## config.mk

```make
export PLATFORM = sky130hd
export DESIGN_NAME = lnr_ctrl
export DESIGN_NICKNAME = d
export VERILOG_FILES = /design/src/hdl/lnr_pkg.sv /design/src/hdl/lnr_ctrl.sv
export SDC_FILE = /design/constraint.sdc
export NUM_CORES = 1
export LEC_CHECK = 0
export ABC_CLOCK_PERIOD_IN_PS = 2200
export BUFFER_PORTS_ARGS = -buffer_cell sky130_fd_sc_hd__buf_2
export CAP_MARGIN = 20
export CELL_PAD_IN_SITES_DETAIL_PLACEMENT = 1
export CELL_PAD_IN_SITES_GLOBAL_PLACEMENT = 2
export CORE_MARGIN = 4
export CORE_UTILIZATION = 29
export CTS_CLUSTER_SIZE = 12
export DETAILED_ROUTE_END_ITERATION = 7
export PLACE_DENSITY_LB_ADDON = 0.12
export SLEW_MARGIN = 20
export SYNTH_ARGS = -nofsm -noshare
export SYNTH_HDL_FRONTEND = slang
export SYNTH_SLANG_ARGS = --single-unit
```

## constraint.sdc

```tcl
create_clock -name clk -period 2.2 [get_ports clk]
set_clock_uncertainty 0.15 [all_clocks]
set_input_delay 0.22 -clock clk [delete_from_list [all_inputs] [get_ports clk]]
set_output_delay 0.22 -clock clk [all_outputs]
set_load 0.05 [all_outputs]
```

## src/hdl/lnr_pkg.sv

```systemverilog
// Shared constants and controller/datapath interface types for the row normaliser.
`timescale 1ns / 1ps
package lnr_pkg;

  // Row geometry
  localparam int ROW_LENGTH = 64;
  localparam int IDX_W      = $clog2(ROW_LENGTH);
  localparam int CNT_W      = $clog2(ROW_LENGTH + 1);

  // Arithmetic widths
  localparam int DATA_W = 32;
  localparam int SUM_W  = DATA_W + CNT_W + 1;
  localparam int SQ_W   = 31;
  localparam int DVD_W  = 64;
  localparam int ROOT_W = 24;
  localparam int DEV_W  = ROOT_W - 2;
  localparam int PA_W   = SUM_W + DATA_W;
  localparam int MEM_W  = 3 * DATA_W;

  // Divider step counter width
  localparam int DIV_CNT_W = $clog2(DVD_W + 1);

  // Commands from the controller to the datapath
  typedef struct packed {
    logic load;
    logic mean_start;
    logic mean_take;
    logic prod_start;
    logic sqrt_start;
    logic elem_latch;
    logic elem_mul;
    logic elem_div_start;
    logic out_load;
    logic next_elem;
    logic row_clear;
  } ctl_cmd_t;

  // Status from the datapath to the controller
  typedef struct packed {
    logic cnt_last;
    logic div_done;
    logic prod_done;
    logic sqrt_done;
    logic out_free;
    logic elem_last;
  } ctl_stat_t;

endpackage

```

## src/hdl/lnr_ctrl.sv

```systemverilog
// Controller: sequences row load, statistics, and per-element result generation.
`timescale 1ns / 1ps
module lnr_ctrl
  import lnr_pkg::*;
(
  input  logic      clk,
  input  logic      rst_n,
  input  logic      in_tvalid,
  input  logic      in_tlast,
  output logic      in_tready,
  input  ctl_stat_t stat,
  output ctl_cmd_t  cmd
);

  typedef enum logic [12:0] {
    ST_LOAD      = 13'b0000000000001,
    ST_MEAN_GO   = 13'b0000000000010,
    ST_MEAN_WAIT = 13'b0000000000100,
    ST_PROD_GO   = 13'b0000000001000,
    ST_PROD_WAIT = 13'b0000000010000,
    ST_SQRT_GO   = 13'b0000000100000,
    ST_SQRT_WAIT = 13'b0000001000000,
    ST_RD        = 13'b0000010000000,
    ST_LATCH     = 13'b0000100000000,
    ST_MUL       = 13'b0001000000000,
    ST_DIV_GO    = 13'b0010000000000,
    ST_DIV_WAIT  = 13'b0100000000000,
    ST_OUT       = 13'b1000000000000
  } state_t;

  state_t state_r, state_nxt;

  // Next state and command decode
  always_comb begin
    state_nxt = state_r;
    cmd       = '0;
    in_tready = 1'b0;
    unique case (state_r)
      ST_LOAD: begin
        in_tready = 1'b1;
        if (in_tvalid) begin
          cmd.load = 1'b1;
          if (in_tlast || stat.cnt_last) begin
            state_nxt = ST_MEAN_GO;
          end
        end
      end
      ST_MEAN_GO: begin
        cmd.mean_start = 1'b1;
        state_nxt      = ST_MEAN_WAIT;
      end
      ST_MEAN_WAIT: begin
        if (stat.div_done) begin
          cmd.mean_take = 1'b1;
          state_nxt     = ST_PROD_GO;
        end
      end
      ST_PROD_GO: begin
        cmd.prod_start = 1'b1;
        state_nxt      = ST_PROD_WAIT;
      end
      ST_PROD_WAIT: begin
        if (stat.prod_done) begin
          state_nxt = ST_SQRT_GO;
        end
      end
      ST_SQRT_GO: begin
        cmd.sqrt_start = 1'b1;
        state_nxt      = ST_SQRT_WAIT;
      end
      ST_SQRT_WAIT: begin
        if (stat.sqrt_done) begin
          state_nxt = ST_RD;
        end
      end
      ST_RD: begin
        state_nxt = ST_LATCH;
      end
      ST_LATCH: begin
        cmd.elem_latch = 1'b1;
        state_nxt      = ST_MUL;
      end
      ST_MUL: begin
        cmd.elem_mul = 1'b1;
        state_nxt    = ST_DIV_GO;
      end
      ST_DIV_GO: begin
        cmd.elem_div_start = 1'b1;
        state_nxt          = ST_DIV_WAIT;
      end
      ST_DIV_WAIT: begin
        if (stat.div_done) begin
          state_nxt = ST_OUT;
        end
      end
      ST_OUT: begin
        if (stat.out_free) begin
          cmd.out_load = 1'b1;
          if (stat.elem_last) begin
            cmd.row_clear = 1'b1;
            state_nxt     = ST_LOAD;
          end else begin
            cmd.next_elem = 1'b1;
            state_nxt     = ST_RD;
          end
        end
      end
      default: begin
        state_nxt = ST_LOAD;
      end
    endcase
  end

  always_ff @(posedge clk) begin
    if (!rst_n) begin
      state_r <= ST_LOAD;
    end else begin
      state_r <= state_nxt;
    end
  end

endmodule

```

==> impl_metrics.toml, run 1 <==
[critical_path]
required_ns = 1.83
cp_slowest_cell = "dfxtp_4"
crit_type = "flip-flop to output port"
critical_path_arrival_ns = 1.79
crit_path_max_fanout = 5
reg2regPathDepth = 7
r2r-end = "state_r[12]$_SDFFE_PN0P_"
slowest_delay_ns = 0.38
reg2reg_from = "state_r[4]$_SDFFE_PN0P_"
ff2ff_setup_slack_ns = 0.14
cp_cell_sequence = "nor4_4, buf_4, nand3_4, nor4b_4, buf_6"
path_buf_inv = 2
cp-end-kind = "output port"
cp_top_family = "simple AND/OR/NAND/NOR gates"
startpoint_type = "flip-flop"

[logic_synthesis]
ys_seq_elements = 13
ys_warn_count = 0
synth_area_per_cell_um2 = 7.928
netlist_instances = 116
synth.net_count = 126
synth.distinct_cells = 32
netlist_area_um2 = 919.6
seq_area_frac_synth = 0.2830

[placed_design]
port_buffers = 21
placedCellCount = 185
dp_hpwl_um = 2408
gp_congestion = 0.8120
dp_slack_ns = 0.06994

[die]
start_util = 0.3012
die_w_um = 64.31
chipHeight_um = 64.31
core_mm2 = 0.003053
die_area_mm2 = 0.004136
ios = 22
rows = 20

[finish]
final_cells = 200
largest_reg_flops = 13
fillers = 370
drive_above_1_share = 0.4487
reg_top3 = "state_r (13)"
final_util = 0.4500
synthToLayoutAreaGrowth_pct = 49.39
diodes = 0
regMostFlops = "state_r"
layout.nets = 167

[route]
via_per_inst = 5.340
drt_drc_violations_left = 0
totalWireLength_um = 3208
route.met2.wl_um = 1668
vias = 1068
wl_met3_um = 97
drtPass1Iterations = 4
ant_nets = 0
drtIter0Drc = 31
drt-met1-wl_um = 1397
routed.top_layer = "met4"
wire_per_inst_um = 16.04

[cts]
cts_made_buffers = 3
cts_tree = "yes"
cts_root_buf = "clkbuf_4"
cts-htree-levels = 1
clk_latency_ns = 0.29
path_clk_slew_ns = 0.10
numClockSinks = 13
cts_buffer_depth = 2

[sta]
period_share = 0.9831
hold_viol_final = 0
fmax_mhz = 462.3
setup_ws_ns = 0.03708
slew_violations = 0
relSlewSlack = 0.7221
layout_min_cycle_time_ns = 2.163
rsz0062_at_grt = "yes"
hold_ws_ns = 0.06179
setup_viol = 0
worst_pin_slew_ns = 0.4162

[power_and_ir_drop]
vdd_drop_max_mv = 0.4026
p_leak_nw = 0.5376
p_per_area_mw_per_mm2 = 624.0
fin_total_pwr_mw = 0.8572

[global_routing]
track_usage = 0.1620
grt_max_degree = 12
grt_pass1_wl_um = 5257
antenna_found_initial = 0
grt_pass1_vias = 1129
grt_overflow = 0

[worst_hold_path]
hp-class = "input port to flip-flop"
hold_depth = 2
hp-start = "rst_n"
holdPathEnd = "state_r[11]$_SDFFE_PN0P_"

[run]
drv_cap = 0

[run_status]
run_status = "completed"
[report_power, final]
group	total, mW	switching [mW]	internal, mW
sequential	0.277	0.0246	0.252
clock	0.164	0.0937	0.0704
combinational	0.416	0.239	0.177
total	0.857	0.358	0.500
[stage by stage]
| stage | TNS [ns] | area [um^2] |
|---|---|---|
| after global routing | -0.09038 | 1374 |
| final | 0 | 1374 |
| after floorplan | -0.7953 | 949.7 |
| after CTS | -0.01444 | 1261 |
| after detailed placement | 0 | 1146 |
| after global placement | 0 | 1146 |
[repair_timing]
action / 4_1_cts / 5_1_grt
buffers inserted: 6 / 5
pin swaps: 2 / 5
hold buffers: 0 / 0
cloned: 0 / 0
endpoints found under the setup margin: 10 / 12
gates resized for setup: 14 / 23
endpoints found under the hold margin: 0 / 0
[cell usage in the layout (no fill, tap or decap), types with 2 or more instances in the layout]
cell and instances:
buf_4 21, buf_2 12, nor2_1 11, nand3_1 8, o21ai_0 8, nor3_1 7, inv_1 7, o21a_1 6
dfxtp_1 6, clkbuf_4 5, buf_6 5, dfxtp_2 5, nand4_1 4, xor2_1 4, nor4b_1 3, nand2_1 3
or4_1 3, nor2_4 2, nor4_4 2, nand3_4 2, nor4b_4 2, and2_2 2, nor3_2 2, nor3b_1 2
a21oi_1 2, dfxtp_4 2
[Yosys cell counts]
master | instances | area share
o21a_1 | 6 | 0.049
buf_6 | 1 | 0.012
buf_2 | 4 | 0.022
nor4b_1 | 4 | 0.038
o22ai_1 | 1 | 0.0068
and2_1 | 4 | 0.027
or3_4 | 1 | 0.012
o21ai_0 | 8 | 0.044
and3_1 | 2 | 0.014
o32ai_4 | 1 | 0.030
nor4_4 | 2 | 0.046
dfxtp_1 | 13 | 0.28
a21oi_1 | 2 | 0.011
a211oi_2 | 1 | 0.014
o21ai_1 | 1 | 0.0054
o211ai_1 | 1 | 0.0082
xor2_1 | 4 | 0.038
nor3b_1 | 2 | 0.016
or4_1 | 3 | 0.024
o41ai_1 | 1 | 0.0095
nand2b_1 | 1 | 0.0068
o32a_1 | 1 | 0.011
nand4_1 | 4 | 0.027
inv_1 | 8 | 0.033
nor4b_2 | 1 | 0.016
nand3_1 | 10 | 0.054
nand2_1 | 3 | 0.012
a21o_1 | 1 | 0.0082
a211oi_1 | 1 | 0.0082
nor3_1 | 9 | 0.049
nor2_1 | 14 | 0.057
nor4_1 | 1 | 0.0068
[logic make-up (layout without fill, tap and decap cells)]
logic type | Yosys count | count (layout) | share of synthesized area
flip-flops | 13 | 13 | 0.2830
XOR/XNOR | 4 | 4 | 0.03809
AND/OR/NAND/NOR | 61 | 61 | 0.4081
buffers and inverters | 13 | 53 | 0.06667
AO/OA/AOI/OAI | 25 | 25 | 0.2041
[per-layer routing]
metal	vias to the layer above	track usage
li1	511	-
met1	530	0.2000
met2	21	0.2835
met3	6	0.02109
met4	0	0.06069
met5	-	0
[final cells by class]
cell class                 instances  area [um^2]  area share
multi-input combinational         90        684.4      0.4982
inverter                           8        30.03     0.02186
clock buffer                       4        26.28     0.01913
tap                               44        55.05     0.04007
sequential                        13        274.0      0.1995
timing repair buffer              41        304.0      0.2213
[worst max-delay path by stage]
stage,slack [ns],depth (start not counted),start,endpoint
5_1_grt,-0.03,6,state_r[0]$_SDFFE_PN1P_,cmd[0]
4_1_cts,-0.01,6,state_r[5]$_SDFFE_PN0P_,cmd[0]
6_report,0.04,5,state_r[5]$_SDFFE_PN0P_,cmd[4]
2_1_floorplan,-0.34,5,state_r[4]$_SDFFE_PN0P_,state_r[10]$_SDFFE_PN0P_
3_5_place_dp,0.07,6,state_r[4]$_SDFFE_PN0P_,cmd[0]
3_3_place_gp,0.06,6,state_r[4]$_SDFFE_PN0P_,cmd[0]
Power figures use the tool's default switching activity.
==> run 2: changes to the inputs <==
--- a/config.mk
+++ b/config.mk
@@ -15,7 +15,7 @@
 export CTS_CLUSTER_SIZE = 12
 export DETAILED_ROUTE_END_ITERATION = 7
 export PLACE_DENSITY_LB_ADDON = 0.12
-export SLEW_MARGIN = 20
+export REMOVE_ABC_BUFFERS = 1
 export SYNTH_ARGS = -nofsm -noshare
 export SYNTH_HDL_FRONTEND = slang
 export SYNTH_SLANG_ARGS = --single-unit
==> run 2 against run 1 <==
The flow now finishes with violations (negative setup slack); wire length is 2.5% higher; sequential cell count did not move; register-to-register slack got worse by 0.07 ns; critical path type unchanged.
==> impl_metrics.toml, run 2 (synthesis results as in run 1) <==
[sta]
relSlewSlack = 0.7361
layout_min_cycle_time_ns = 2.223
period_share = 1.011
tns_ns = -0.03396
setup_viol = 2
fmax_mhz = 449.7
slew_violations = 0
setup_ws_ns = -0.02346
hold_viol_final = 0
rsz0062_at_grt = "yes"
worst_pin_slew_ns = 0.3958
hold_ws_ns = 0.05617

[cts]
cts-htree-levels = 1
numClockSinks = 13
cts_made_buffers = 3
cts_hold_buf = 0
cts_buffer_depth = 2
path_clk_slew_ns = 0.08
cts_tree = "yes"
cts_root_buf = "clkbuf_4"
clk_latency_ns = 0.29

[critical_path]
path_buf_inv = 2
r2r-end = "state_r[0]$_SDFFE_PN1P_"
startpoint_type = "flip-flop"
cp-end-kind = "output port"
cp_cell_sequence = "nor4_4, buf_4, nand3_2, nor4b_2, buf_4"
ff2ff_setup_slack_ns = 0.07
required_ns = 1.83
slowest_delay_ns = 0.39
crit_type = "flip-flop to output port"
cpMostUsedCell = "buf_4"
critical_path_arrival_ns = 1.85
crit_path_max_fanout = 8
cp_slowest_cell = "dfxtp_2"
reg2regPathDepth = 7
cp_top_family = "simple AND/OR/NAND/NOR gates"
reg2reg_from = "state_r[6]$_SDFFE_PN0P_"

[finish]
diodes = 0
final_util = 0.4512
synthToLayoutAreaGrowth_pct = 49.80
layout_common_cells = "buf_4, nor2_1, buf_2"
layout_commonest_cell = "buf_4"
layout.nets = 166
fillers = 382
regMostFlops = "state_r"
largest_reg_flops = 13
drive_above_1_share = 0.4645
final_cells = 199
reg_top3 = "state_r (13)"
final_area_mm2 = 0.001378

[route]
via_per_inst = 5.281
drtIter0Drc = 58
wire_per_inst_um = 16.52
totalWireLength_um = 3287
drt_drc_violations_left = 0
vias = 1051
drtPass1Iterations = 4
ant_nets = 0

[power_and_ir_drop]
p_switching_mw = 0.3588
seq_power_share = 0.326
p_per_area_mw_per_mm2 = 621.8
fin_total_pwr_mw = 0.8565
switching_share = 0.4189
p_clk_frac = 0.185
intPower_mw = 0.4977
comb_power_share = 0.489
p_leak_nw = 0.5376
vdd_drop_max_mv = 0.3638

[worst_hold_path]
hp-start = "rst_n"
holdPathEnd = "state_r[4]$_SDFFE_PN0P_"
hold_depth = 2
hp-class = "input port to flip-flop"

[placed_design]
gp_congestion = 0.8594
placedCellCount = 184
dp_hpwl_um = 2330
port_buffers = 21
dpl_cell_area_mm2 = 0.001109
dp_slack_ns = 0.04467

[global_routing]
grt_pass1_wl_um = 5340
grt_pass1_vias = 1040
grt_overflow = 0
grt_max_degree = 12
antenna_found_initial = 0
track_usage = 0.1660

[die]
start_util = 0.3012
die_area_mm2 = 0.004136
core_mm2 = 0.003053
die_w_um = 64.31
ios = 22
rows = 20
chipHeight_um = 64.31

[run]
drv_cap = 0

[run_status]
run_status = "finished with violations"
violations = "negative setup slack"
## run 2: changes by cell type in the layout (fill, tap and decap cells not counted), sizes merged
cell	delta
clkbuf	-2
buf	+1
## run 2: area by class of cell
class	count	area [um^2]	share of cell area
Tap cell	44	55.05	0.03996
Clock buffer	4	26.28	0.01907
Sequential cell	13	275.3	0.1998
Timing Repair Buffer	40	301.5	0.2189
Multi-Input combinational cell	90	689.4	0.5005
Inverter	8	30.03	0.02180
## run 2: worst max path at each step
stage / cells past startpoint / end / from
5_1_grt: 5 / cmd[4] / state_r[2]$_SDFFE_PN0P_
6_report: 5 / cmd[4] / state_r[2]$_SDFFE_PN0P_
3_5_place_dp: 6 / state_r[0]$_SDFFE_PN1P_ / state_r[4]$_SDFFE_PN0P_
2_1_floorplan: 4 / state_r[10]$_SDFFE_PN0P_ / state_r[4]$_SDFFE_PN0P_
3_3_place_gp: 5 / state_r[1]$_SDFFE_PN0P_ / state_r[4]$_SDFFE_PN0P_
4_1_cts: 4 / cmd[3] / state_r[5]$_SDFFE_PN0P_
## run 2: worst register-to-register path, delay by kind of cell, from the launching register on
family / cells / cell delay [ns]
compound gates: 2 / 0.62
flops: 1 / 0.38
simple gates: 3 / 0.56
buf+inv: 2 / 0.32
## run 2: routing by layer
metal  global-route usage  vias to the layer above  routed length (um)
met5                    0                        -                   0
met4              0.05541                        0                  60
met3              0.02812                        7                 116
met2               0.2693                       20                1668
met1               0.2212                      516                1442
li1                     -                      508                   -
## run 2: repair_timing
action                     CTS  global route
gates resized for setup     15            38
pin swaps                    5             8
buffers inserted             3             9
setup endpoints to repair   12            21
## run 2: power by group through the flow
stage	logic, mW	registers (mW)	clock network, mW
finish	0.418	0.279	0.159
global route	0.453	0.282	0.178
CTS	0.336	0.280	0.169
detailed placement	0.315	0.284	0
global placement	0.312	0.283	0
floorplan	0.224	0.277	0
==> run 3: changes to the inputs <==
--- a/config.mk
+++ b/config.mk
@@ -14,7 +14,7 @@
 export CORE_UTILIZATION = 29
 export CTS_CLUSTER_SIZE = 12
 export DETAILED_ROUTE_END_ITERATION = 7
-export PLACE_DENSITY_LB_ADDON = 0.12
+export PLACE_DENSITY = 0.87
 export REMOVE_ABC_BUFFERS = 1
 export SYNTH_ARGS = -nofsm -noshare
 export SYNTH_HDL_FRONTEND = slang
==> run 3 against run 2 <==
The run still ends with negative setup slack left; clock power rose by 3%; wire length rose by 4.7%; die area did not move; first-iteration DRC count fell by 29%; highest routed layer unchanged.
==> impl_metrics.toml, run 3 (synthesis results as in run 1) <==
[run_status]
run_status = "finished with violations"
violations = "negative setup slack"

[critical_path]
required_ns = 1.83
cp_top_family = "simple AND/OR/NAND/NOR gates"
slowest_delay_ns = 0.48
crit_path_max_fanout = 4
startpoint_type = "flip-flop"
cp-end-kind = "output port"
crit_type = "flip-flop to output port"
cp_cell_sequence = "nor4b_1, nand4_1, buf_4, inv_2, and2_4, buf_8"
cp_slowest_cell = "nor4b_1"
critical_path_arrival_ns = 1.87
path_buf_inv = 3

[finish]
diodes = 0
synthToLayoutAreaGrowth_pct = 52.24
largest_reg_flops = 13
layout.nets = 170
reg_top3 = "state_r (13)"
drive_above_1_share = 0.4780
layout_common_cells = "buf_4, buf_2, nor2_1"
final_util = 0.4586
layout_commonest_cell = "buf_4"
regMostFlops = "state_r"

[route]
drtPass1Iterations = 4
totalWireLength_um = 3442
wire_per_inst_um = 16.96
drt_drc_violations_left = 0
via_per_inst = 5.389
drtIter0Drc = 41
ant_nets = 0
vias = 1094

[sta]
rsz0062_at_grt = "yes"
slew_violations = 0
layout_min_cycle_time_ns = 2.243
relSlewSlack = 0.6769
hold_viol_final = 0
hold_ws_ns = 0.05954
tns_ns = -0.06800
worst_pin_slew_ns = 0.4779
period_share = 1.019
setup_viol = 2
fmax_mhz = 445.9
setup_ws_ns = -0.04260

[die]
ios = 22
chipHeight_um = 64.31
die_w_um = 64.31
die_area_mm2 = 0.004136
core_mm2 = 0.003053
start_util = 0.3012
rows = 20

[power_and_ir_drop]
vdd_drop_max_mv = 0.2468
p_leak_nw = 0.5640
p_per_area_mw_per_mm2 = 653.1

[cts]
cts_tree = "yes"
cts_made_buffers = 3
cts-htree-levels = 1
clk_latency_ns = 0.29
cts_root_buf = "clkbuf_4"
path_clk_slew_ns = 0.09
cts_buffer_depth = 2
cts_hold_buf = 0
numClockSinks = 13

[global_routing]
grt_pass1_vias = 1058
grt_max_degree = 12
grt_pass1_wl_um = 5388
track_usage = 0.1654
antenna_found_initial = 0
grt_overflow = 0

[run]
drv_cap = 0

[placed_design]
dp_hpwl_um = 2344
port_buffers = 21
gp_congestion = 0.8835

[worst_hold_path]
hp-class = "input port to flip-flop"
-- run 3: per-layer routing --
metal	GRT usage	share of wire
met5	0	0
met4	0.06332	0.016
met3	0.02285	0.030
met2	0.2861	0.52
met1	0.2057	0.43
-- run 3: final timing paths --
| kind | start | endpoint | slack [ns] | cells past startpoint |
|---|---|---|---|---|
| max | state_r[1]$_SDFFE_PN0P_ | cmd[10] | -0.04 | 6 |
| min | rst_n | state_r[6]$_SDFFE_PN0P_ | 0.06 | 2 |
| max reg2reg | state_r[2]$_SDFFE_PN0P_ | state_r[4]$_SDFFE_PN0P_ | 0.09 | 8 |
| min reg2reg | state_r[7]$_SDFFE_PN0P_ | state_r[8]$_SDFFE_PN0P_ | 0.36 | 2 |
-- run 3: power by group --
group,internal (mW),switching [mW]
clock network,0.0707,0.0933
logic,0.212,0.259
registers,0.252,0.0268
total,0.535,0.380
-- run 3: stage by stage --
stage / setup slack (ns) / instance area [um^2] / cells / total power [mW]
floorplan: -1.021 / 888.4 / 111 / 0.5013
global placement: 0.1647 / 1101 / 183 / 0.5994
detailed placement: 0.1108 / 1101 / 183 / 0.6057
CTS: -0.007821 / 1255 / 192 / 0.8516
global route: -0.07226 / 1400 / 203 / 0.9578
finish: -0.04260 / 1400 / 203 / 0.9145
-- run 3: cell type report --
| class | instances | area [um^2] |
|---|---|---|
| Clock buffer | 4 | 26.28 |
| Fill cell | 391 | 1653 |
| Inverter | 8 | 30.03 |
| Multi-Input combinational cell | 90 | 685.7 |
| Sequential cell | 13 | 285.3 |
| Tap cell | 44 | 55.05 |
| Timing Repair Buffer | 44 | 317.8 |
-- run 3: worst reg2reg max path, stage by stage (launching register included) --
cell	delay (ns)
dfxtp_4	0.37
nor4_4	0.32
buf_4	0.18
buf_4	0.11
buf_4	0.12
nand3_1	0.08
or4_1	0.51
nor2_1	0.11
o21a_1	0.11
-- run 3: what timing repair did --
action / 4_1_cts / 5_1_grt
setup buffers: 5 / 11
cloned: 0 / 0
setup endpoints to repair: 9 / 13
gates resized for setup: 26 / 21
pin swaps: 4 / 9
